**src/rtl/dq_pkg.sv**
```systemverilog
package dq_pkg;

  // Sizes fixed by the item fields
  localparam int DATA_W      = 32;
  localparam int FILL_W      = 8;
  localparam int DEPTH_DEF   = 128;
  // Depth of the command queue and of the result queue
  localparam int QUEUE_DEPTH = 4;

  typedef enum logic [1:0] {
    REQ_PUSH_FRONT = 2'd0,
    REQ_PUSH_REAR  = 2'd1,
    REQ_POP_FRONT  = 2'd2,
    REQ_POP_REAR   = 2'd3
  } req_t;

  typedef enum logic [1:0] {
    ST_OK    = 2'd0,
    ST_EMPTY = 2'd1,
    ST_FULL  = 2'd2
  } status_t;

  // Classified request handed from front to back
  typedef struct packed {
    logic              wr;
    logic              rd;
    status_t           status;
    logic [FILL_W-1:0] fill;
  } cmd_info_t;

  // Finished result item
  typedef struct packed {
    status_t                  status;
    logic signed [DATA_W-1:0] value;
    logic [FILL_W-1:0]        fill;
  } res_t;

endpackage

```
**src/rtl/dq_fifo.sv**
```systemverilog
module dq_fifo #(
  parameter int WIDTH  = 8,
  parameter int QDEPTH = dq_pkg::QUEUE_DEPTH,
  parameter int PW     = $clog2(QDEPTH),
  parameter int CW     = $clog2(QDEPTH + 1)
) (
  input  logic             clk,
  input  logic             rst_n,
  input  logic             wr_en,
  input  logic [WIDTH-1:0] wr_data,
  input  logic             rd_en,
  output logic [WIDTH-1:0] rd_data,
  output logic             full,
  output logic             empty,
  output logic [CW-1:0]    count
);

  localparam logic [PW-1:0] LAST_P = PW'(QDEPTH - 1);
  localparam logic [CW-1:0] FULL_C = CW'(QDEPTH);

  logic [WIDTH-1:0] slot_r [QDEPTH];
  logic [PW-1:0]    wr_ptr_r, rd_ptr_r;
  logic [CW-1:0]    cnt_r;
  logic             do_wr, do_rd;

  assign full    = (cnt_r == FULL_C);
  assign empty   = (cnt_r == '0);
  assign count   = cnt_r;
  assign do_wr   = wr_en && !full;
  assign do_rd   = rd_en && !empty;
  assign rd_data = slot_r[rd_ptr_r];

  // Storage, no reset needed
  always_ff @(posedge clk) begin
    if (do_wr) begin
      slot_r[wr_ptr_r] <= wr_data;
    end
  end

  // Pointers and occupancy
  always_ff @(posedge clk) begin
    if (!rst_n) begin
      wr_ptr_r <= '0;
      rd_ptr_r <= '0;
      cnt_r    <= '0;
    end else begin
      if (do_wr) begin
        wr_ptr_r <= (wr_ptr_r == LAST_P) ? '0 : wr_ptr_r + PW'(1);
      end
      if (do_rd) begin
        rd_ptr_r <= (rd_ptr_r == LAST_P) ? '0 : rd_ptr_r + PW'(1);
      end
      if (do_wr && !do_rd) begin
        cnt_r <= cnt_r + CW'(1);
      end else if (do_rd && !do_wr) begin
        cnt_r <= cnt_r - CW'(1);
      end
    end
  end

endmodule

```
**config.mk**
```make
export PLATFORM = sky130hd
export DESIGN_NAME = dq_fifo
export DESIGN_NICKNAME = d
export VERILOG_FILES = /design/src/rtl/dq_pkg.sv /design/src/rtl/dq_fifo.sv
export SDC_FILE = /design/constraint.sdc
export NUM_CORES = 1
export LEC_CHECK = 0
export BUFFER_PORTS_ARGS = -buffer_cell sky130_fd_sc_hd__buf_2
export CORE_MARGIN = 10
export CORE_UTILIZATION = 55
export CTS_CLUSTER_SIZE = 25
export DETAILED_ROUTE_END_ITERATION = 10
export PLACE_DENSITY_LB_ADDON = 0.08
export SYNTH_ARGS = -nofsm -noshare
export SYNTH_HDL_FRONTEND = slang
export SYNTH_SLANG_ARGS = --single-unit
```
**constraint.sdc**
```tcl
create_clock -name clk -period 2.71 [get_ports clk]
set_clock_uncertainty 0.05 [all_clocks]
set_input_delay 0.1355 -clock clk [delete_from_list [all_inputs] [get_ports clk]]
set_output_delay 0.1355 -clock clk [all_outputs]
set_load 0.005 [all_outputs]
```
==> qor.txt <==
Leak Pwr: 0.717 nW
Part of the cycle the worst path needs: 88.7%
VDD IR-drop max: 509 µV
Slew headroom: 64.3%
Kind of critical path: flip-flop to flip-flop
Starting Density: 58.1%
Final hold vios: 0
Via count: 859
Worst EP required: 2.93 ns
Area growth syn-to-layout: 17.2%
PortBufs: 24
Max-cap viol count: 0
DRC Markers: 0
Netlist cell types: 23
Nets: 148
GR Util All Layers: 10.5%
Net Sw Frac: 28.5%
Leading cell type in the layout, fill and taps excluded: edfxtp_1
P_int: 1.10 mW
WP buf/inv: 1
DR WL/cell: 16.1 µm
Crit path time final: 2.40 ns
Clock Sinks: 41
Final ANT Viol Nets: 0
Worst path arrival time: 2.62 ns
Die ar.: 5540 µm²
Cts bufs inserted: 5
Diodes inserted: 0
Core footprint: 2810 µm²
Synthesized flop and latch total: 41
GPL Wtd Cong: 0.673
RSZ-0062 raised after global routing: false
Synth Area per Inst: 17.5 µm²
Vias in the first global route: 909
CP top delay family: compound AO/OA/AOI/OAI gates
Maximum fanout along the worst path: 6
Power Dens Cells: 806 nW/µm²
Drt pass-1 iters: 4
Initial DRC Count: 43
Final Max Slew Viols: 0
Filler cells: 203
Clk_lat worst skew: 0.34 ns
Combinational Power Share: 25.9%
Most frequent cells in the layout: edfxtp_1 (32), buf_2 (24), dfxtp_1 (9)
Outcome: finished clean
Largest net degree at the start of global routing: 13
Vias per cell: 5.34
Initial antenna violation count: 0
Hold Crit Start: rst_n
Finished Core Util: 68.1%
Worst path cell trace: o31ai_1, ha_1, inv_1, fa_1, xor2_1, or3_1, a21boi_0
Root Driver: clkbuf_4
Cells after Synth: 93
Setup tns final: 0 ns
Critical path launch point: count[0]$_SDFFE_PN0P_
Total grt overflow: 0
IO Count: 25
Switch Pwr: 439 µW
Placed cell count: 145
Share of power burned in the clock network: 18.4%
Layout cells sized above 1: 31.5%
Post-Syn Area: 1630 µm²
Post-synth ARST share: 0%
Worst Max-Slew Pin Slew: 0.531 ns
Hold crit path type: input port to flip-flop
Layout Cells excl Fill: 161
Clock slew at reported path FFs: 0.11 ns
Critical path's largest stage delay: 0.51 ns
CP Capture Type: flip-flop
Setup crit start kind: flip-flop
Rows: 19
Post-synth net total: 112
Endpoints failing setup: 0
First-pass GRT wire length: 4280 µm
Clk buf depth: 2
Max H-tree Level: 2
Die Y: 74.4 µm
F_max: 0.416 GHz
DPL Wire Length: 1790 µm
WL final: 2590 µm
Sequential area share after synthesis: 70.0%
Ys flop type: edfxtp_1
Seq pwr share: 55.7%
Syn. warnings: 0
CTS tree: done
Slowest-stage cell, CP: o31ai_1
Die Wd: 74.4 µm
Reg-to-reg critical path startpoint: count[0]$_SDFFE_PN0P_
Post-synth EDFFs: 32
-- flip-flops by register name, summed over array words and instances (netlist names), named ones only --
register and flops:
rd_ptr_r 2, wr_ptr_r 2, count 3, slot_r 32
-- area by class of cell --
type                       count  area [µm²]  area share [%]
sequential                    41        1140            59.7
clock inverter                 2        10.0           0.524
inverter                       3        11.3           0.589
clock buffer                   6        41.3            2.16
multi-input combinational     45         460            24.1
timing repair buffer          33         208            10.9
tap                           31        38.8            2.03
-- power by group through the flow --
stage | registers, mW | clock network (mW) | logic [mW]
3_3_place_gp | 0.871 | 0 | 0.391
3_5_place_dp | 0.875 | 0 | 0.401
4_1_cts | 0.862 | 0.294 | 0.411
5_1_grt | 0.876 | 0.317 | 0.449
6_report | 0.858 | 0.284 | 0.399
2_1_floorplan | 0.830 | 0 | 0.292
-- logic make-up after synthesis --
family,share of synthesized area [%]
compound gates,1.84
xor+xnor,1.07
fa+ha+maj,5.83
buf+inv,1.76
flops,70.0
mux,12.9
simple gates,6.60
-- worst paths after layout --
check             depth (start not counted)                        to  slack (ns)
setup / recovery                          7     count[2]$_SDFFE_PN0P_        0.31
hold / removal                            3  wr_ptr_r[0]$_SDFFE_PN0P_        0.08
setup reg to reg                          7     count[2]$_SDFFE_PN0P_        0.31
hold reg to reg                           2  wr_ptr_r[1]$_SDFFE_PN0P_        0.45
-- per-layer routing --
metal / wire length [µm] / track usage, %
met1: 1100 / 11.2
met3: 169 / 4.52
met2: 1280 / 17.4
met5: 0 / 0
met4: 44 / 5.04
-- cells in the mapped netlist, types with 3 or more instances --
library cell	count	area share (%)
mux2i_1	3	1.8
edfxtp_1	32	59
nand2_1	6	1.4
o21ai_0	3	0.92
inv_1	3	0.69
mux4_2	8	11
ha_1	6	4.6
dfxtp_1	9	11
and2_1	5	1.9
-- worst reg2reg max path, delay by kind of cell (launching register included) --
kind | cells | cell delay, ns
AO/OA/AOI/OAI | 2 | 0.68
adder cells (fa/ha/maj) | 2 | 0.68
flip-flops | 1 | 0.40
AND/OR/NAND/NOR | 1 | 0.31
XOR/XNOR | 1 | 0.17
buffers and inverters | 1 | 0.07
-- timing repair --
item / 4_1_cts / 5_1_grt
endpoints found under the hold margin: 32 / 0
resized for setup: 0 / 0
buffers inserted: 0 / 0
hold buffers: 8 / 0
-- through the flow --
stage	hold WS [ns]	instance area (µm²)	power (mW)	setup WS, ns
2_1_floorplan	0.184	1630	1.12	0.542
3_3_place_gp	0.298	1780	1.26	0.472
3_5_place_dp	0.304	1780	1.28	0.296
4_1_cts	0.0680	1910	1.57	0.291
5_1_grt	0.0763	1910	1.64	0.102
6_report	0.0770	1910	1.54	0.306
No activity file was read; power rests on OpenSTA's default activity.
