--- config.mk ---
export PLATFORM = sky130hd
export DESIGN_NAME = dq_front
export DESIGN_NICKNAME = d
export VERILOG_FILES = /design/src/rtl/dq_pkg.sv /design/src/rtl/dq_front.sv
export SDC_FILE = /design/constraint.sdc
export NUM_CORES = 1
export LEC_CHECK = 0
export BUFFER_PORTS_ARGS = -buffer_cell sky130_fd_sc_hd__buf_2
export CORE_MARGIN = 3
export CORE_UTILIZATION = 33
export CTS_CLUSTER_DIAMETER = 200
export DETAILED_ROUTE_END_ITERATION = 10
export HOLD_SLACK_MARGIN = 0.06
export PLACE_DENSITY = 0.67
export SYNTH_ARGS = -nofsm -noshare
export SYNTH_HDL_FRONTEND = slang
export SYNTH_SLANG_ARGS = --single-unit
--- constraint.sdc ---
create_clock -name clk -period 9.85 [get_ports clk]
set_input_delay 2.4625 -clock clk [delete_from_list [all_inputs] [get_ports clk]]
set_output_delay 2.4625 -clock clk [all_outputs]
set_load 0.02 [all_outputs]
--- src/rtl/dq_pkg.sv ---
package dq_pkg;

  // Sizes fixed by the item fields
  localparam int DATA_W      = 32;
  localparam int FILL_W      = 8;
  localparam int DEPTH_DEF   = 128;
  // Depth of the command queue and of the result queue
  localparam int QUEUE_DEPTH = 4;

  typedef enum logic [1:0] {
    REQ_PUSH_FRONT = 2'd0,
    REQ_PUSH_REAR  = 2'd1,
    REQ_POP_FRONT  = 2'd2,
    REQ_POP_REAR   = 2'd3
  } req_t;

  typedef enum logic [1:0] {
    ST_OK    = 2'd0,
    ST_EMPTY = 2'd1,
    ST_FULL  = 2'd2
  } status_t;

  // Classified request handed from front to back
  typedef struct packed {
    logic              wr;
    logic              rd;
    status_t           status;
    logic [FILL_W-1:0] fill;
  } cmd_info_t;

  // Finished result item
  typedef struct packed {
    status_t                  status;
    logic signed [DATA_W-1:0] value;
    logic [FILL_W-1:0]        fill;
  } res_t;

endpackage

--- src/rtl/dq_front.sv ---
module dq_front #(
  parameter int DEPTH = dq_pkg::DEPTH_DEF,
  parameter int AW    = $clog2(DEPTH)
) (
  input  logic                             clk,
  input  logic                             rst_n,
  input  logic                             acc,
  input  logic [1:0]                       req_type,
  input  logic signed [dq_pkg::DATA_W-1:0] push_value,
  output dq_pkg::cmd_info_t                cmd_info,
  output logic [AW-1:0]                    cmd_addr,
  output logic signed [dq_pkg::DATA_W-1:0] cmd_data
);
  import dq_pkg::*;

  localparam int CW = $clog2(DEPTH + 1);
  localparam int SW = AW + 1;
  localparam logic [SW-1:0] DEPTH_S = SW'(DEPTH);
  localparam logic [AW-1:0] LAST_A  = AW'(DEPTH - 1);
  localparam logic [CW-1:0] DEPTH_C = CW'(DEPTH);

  logic [AW-1:0] head_r, head_nxt;
  logic [CW-1:0] count_r, count_nxt;
  logic [AW-1:0] head_dec, head_inc;
  logic [SW-1:0] rear_sum, rear_pos;
  req_t          req;

  assign req      = req_t'(req_type);
  assign cmd_data = push_value;

  // Ring neighbours of the head
  assign head_dec = (head_r == '0) ? LAST_A : head_r - AW'(1);
  assign head_inc = (head_r == LAST_A) ? '0 : head_r + AW'(1);

  // Rear slot: next free one for a push, last held one for a pop
  assign rear_sum = SW'(head_r) + SW'(count_r)
                  - ((req == REQ_POP_REAR) ? SW'(1) : SW'(0));
  assign rear_pos = (rear_sum >= DEPTH_S) ? rear_sum - DEPTH_S : rear_sum;

  // Classify the request against the current occupancy
  always_comb begin
    head_nxt        = head_r;
    count_nxt       = count_r;
    cmd_addr        = head_r;
    cmd_info.wr     = 1'b0;
    cmd_info.rd     = 1'b0;
    cmd_info.status = ST_OK;
    unique case (req)
      REQ_PUSH_FRONT: begin
        if (count_r == DEPTH_C) begin
          cmd_info.status = ST_FULL;
        end else begin
          head_nxt    = head_dec;
          cmd_addr    = head_dec;
          cmd_info.wr = 1'b1;
          count_nxt   = count_r + CW'(1);
        end
      end
      REQ_PUSH_REAR: begin
        if (count_r == DEPTH_C) begin
          cmd_info.status = ST_FULL;
        end else begin
          cmd_addr    = rear_pos[AW-1:0];
          cmd_info.wr = 1'b1;
          count_nxt   = count_r + CW'(1);
        end
      end
      REQ_POP_FRONT: begin
        if (count_r == '0) begin
          cmd_info.status = ST_EMPTY;
        end else begin
          head_nxt    = head_inc;
          cmd_info.rd = 1'b1;
          count_nxt   = count_r - CW'(1);
        end
      end
      REQ_POP_REAR: begin
        if (count_r == '0) begin
          cmd_info.status = ST_EMPTY;
        end else begin
          cmd_addr    = rear_pos[AW-1:0];
          cmd_info.rd = 1'b1;
          count_nxt   = count_r - CW'(1);
        end
      end
      default: begin
        cmd_info.status = ST_OK;
      end
    endcase
    cmd_info.fill = FILL_W'(count_nxt);
  end

  // Head pointer and element count
  always_ff @(posedge clk) begin
    if (!rst_n) begin
      head_r  <= '0;
      count_r <= '0;
    end else if (acc) begin
      head_r  <= head_nxt;
      count_r <= count_nxt;
    end
  end

endmodule

==> results.json <==
{
  "outcome": "finished, final reports clean",
  "tightest_slew_ns": 0.7118,
  "hold_class": "flop to flop",
  "r2r_end": "head_r[2]$_SDFFE_PN0P_",
  "start_util_pct": 34.37,
  "rsz0062_at_grt": "false",
  "period_needed_ns": 7.703,
  "ys_seq_area_share_pct": 13.61,
  "met2_length_um": 2501,
  "grt_max_degree": 29,
  "fin_skew_ns": 0.004929,
  "p_sw_mw": 0.2244,
  "instances_no_fill": 379,
  "reg2reg_slack_ns": 7.10,
  "grt_use_total_pct": 15.71,
  "end_kind": "output port",
  "antenna_found_initial": 0,
  "synth_xor_area_share_pct": 5.159,
  "pwr-share-seq_pct": 19.9,
  "final_layout_size_suffix_gt1_share_pct": 11.26,
  "cp_max_fo": 28,
  "syn-cell-area_mm2": 0.002207,
  "yosys_warnings": 0,
  "top_layer": "met4",
  "comb_power_share_pct": 67.4,
  "fin_crit_sh_pct": 78.20,
  "clk_latency_ns": 0.26,
  "row_count": 29,
  "htree_num_levels": 1,
  "cts.sinks": 15,
  "internal_power_mw": 0.2108,
  "die_x_um": 87.78,
  "synth_compound_area_share_pct": 27.44,
  "power_density_mw_per_mm2": 202.1,
  "finalWeightedCongestion": 0.8877,
  "vias": 2203,
  "switching_share_pct": 51.56,
  "area_delta_synth_final_pct": -2.437,
  "postSynthCellCount": 324,
  "seq_area_um2": 300.3,
  "synth-adder-area-share_pct": 9.410,
  "slew_headroom_pct": 52.34,
  "wl_met3_um": 480,
  "ctsHoldBuffers": 0,
  "grt_pass1_vias": 1997,
  "met1_length_um": 2896,
  "synth.avg_cell_area_um2": 6.812,
  "drc": 0,
  "ys_seq_elements": 15,
  "dp.cells": 375,
  "crit_type": "input pin to output port",
  "hold_violations": 0,
  "die_area_mm2": 0.007705,
  "rr_startpoint": "count_r[0]$_SDFFE_PN0P_",
  "synth_edf_count": 0,
  "ys_async_sr_fraction_pct": 0,
  "ant_nets": 0,
  "p_clk_share_pct": 12.7,
  "arrival_ns": 5.24,
  "dp_hpwl_um": 4503,
  "synth-simple-area-share_pct": 23.02,
  "synth_nets": 377,
  "cp.required_ns": 7.39,
  "fmax_ghz": 0.1298,
  "slew_violations": 0,
  "synth_top_family_by_area": "compound AO/OA/AOI/OAI gates",
  "fin_util_pct": 33.53,
  "fillerInstances": 687,
  "cap_viol_max_count": 0,
  "cts.path.max_buffers": 2,
  "drt_iter0_drc": 183,
  "fin_nets": 356,
  "cp-startpoint": "req_type[1]",
  "grt_pass1_wl_um": 9660,
  "min_to": "head_r[6]$_SDFFE_PN0P_",
  "post_drt_wl_per_cell_um": 15.76,
  "multi_input_area_mm2": 0.001486,
  "cts_resized": 0,
  "antennaDiodeCount": 0,
  "power.leakage_nw": 0.8951,
  "reg2regPathDepth": 8,
  "via_per_inst": 5.813,
  "synthFlopType": "dfxtp_1",
  "vdd_ir_drop_max_uv": 79.88,
  "tns_ns": 0,
  "grt-ovfl-total": 0,
  "clk_pin_slew_ns": 0.07,
  "setup_viol": 0,
  "ioPinCount": 88,
  "holdCritStartpoint": "head_r[6]$_SDFFE_PN0P_",
  "firstDrtPassIters": 5,
  "cts_tree": "yes",
  "io_buffers": 23,
  "clock-root-buffer": "clkbuf_8",
  "synthMuxAreaShare_pct": 2.324,
  "die_y_um": 87.78,
  "holdPathStages": 2,
  "ys_types": 54,
  "post_cts_buffers": 0,
  "coreArea_mm2": 0.006422,
  "wirelength_um": 5972,
  "startpoint_type": "input pin",
  "cts_buffers": 3
}
[flip-flops by register name (all words and copies together), names as in the netlist]
name     count
head_r       7
count_r      8
[cell families after synthesis]
logic type / count (synthesis)
xor+xnor: 13
compound gates: 95
flops: 15
simple gates: 102
mux: 5
fa+ha+maj: 16
buf+inv: 78
[cell usage in the layout (no fill, tap or decap), drive strengths merged, types with 3 or more instances in the layout]
master,n
buf,23
ha,15
xnor2,11
o21a,3
nor2b,6
a21oi,31
mux2i,4
inv,27
clkbuf,3
a32oi,7
nor3,14
or3,4
and3,5
nand2,23
o21ai,24
nor2,32
dfxtp,15
nand3,7
clkinv,3
o211ai,5
[layer usage]
layer / track usage (%) / vias up
met5: 0 / -
met4: 5.858 / 0
met3: 3.010 / 8
met2: 24.32 / 125
met1: 21.55 / 1005
li1: - / 1065
[critical path: stages]
cell and delay, ns:
buf_2 0.40, nand3_1 0.21, nand2_1 0.13, ha_1 0.17, inv_1 0.06, fa_1 0.38
nor2b_1 0.20, o31ai_1 0.12, a21oi_1 0.25, xnor2_1 0.15, a2111oi_0 0.42, a211oi_1 0.09
buf_2 0.18
[cells in the mapped netlist (all sizes together) (2+ instances only)]
cell / number / area (µm²)
o21ai: 24 / 123.9
o21a: 3 / 22.52
nor3: 14 / 75.07
a21o: 2 / 15.01
o31ai: 2 / 15.01
a21oi: 31 / 155.2
ha: 15 / 187.7
mux2i: 4 / 40.04
xor2: 2 / 17.52
nor3b: 2 / 15.01
a31oi: 2 / 12.51
nand3: 7 / 35.03
and3: 5 / 31.28
o22ai: 2 / 12.51
a22oi: 2 / 15.01
o211ai: 5 / 37.54
clkbuf: 15 / 56.30
a2bb2oi: 2 / 17.52
o211a: 2 / 20.02
buf: 34 / 255.2
or4: 2 / 18.77
or3: 4 / 25.02
nor2: 32 / 120.1
inv: 27 / 101.4
nor2b: 6 / 37.54
dfxtp: 15 / 300.3
xnor2: 11 / 96.34
nand2: 23 / 86.33
a221oi: 2 / 17.52
clkinv: 2 / 7.510
a32oi: 7 / 61.31
[how the worst max path moves through the flow]
stage                        endpoint  slack, ns  cells after the start
final                     cmd_addr[6]       2.15                     13
after global routing      cmd_addr[6]       1.77                     13
after CTS                 cmd_addr[6]       2.17                     13
after detailed placement  cmd_addr[6]       2.18                     13
after global placement    cmd_addr[6]       2.37                     13
after floorplan           cmd_addr[6]       1.94                     14
[area by class of cell]
cell class                 instances  area share (%)
timing repair buffer              23           5.346
clock buffer                       3           1.917
sequential                        15           13.95
clock inverter                     1          0.2324
multi-input combinational        231           69.03
inverter                          29           5.055
tap                               77           4.474
[through the flow]
| stage | hold slack, ns | area [µm²] | worst slack, ns | power (mW) |
|---|---|---|---|---|
| global placement | 0.5097 | 2107 | 2.371 | 0.3738 |
| floorplan | 0.4808 | 2207 | 1.941 | 0.3276 |
| finish | 0.5317 | 2153 | 2.147 | 0.4352 |
| CTS | 0.5215 | 2153 | 2.172 | 0.4360 |
| detailed placement | 0.5067 | 2107 | 2.185 | 0.3770 |
| global route | 0.5511 | 2153 | 1.775 | 0.4746 |
[power by group through the flow]
stage | Combinational (mW) | Clock [mW] | Sequential, mW
2_1_floorplan | 0.251 | 0 | 0.0762
3_3_place_gp | 0.287 | 0 | 0.0871
3_5_place_dp | 0.290 | 0 | 0.0874
4_1_cts | 0.291 | 0.0586 | 0.0860
5_1_grt | 0.326 | 0.0604 | 0.0881
6_report | 0.293 | 0.0552 | 0.0867
No activity file was read; power rests on OpenSTA's default activity.
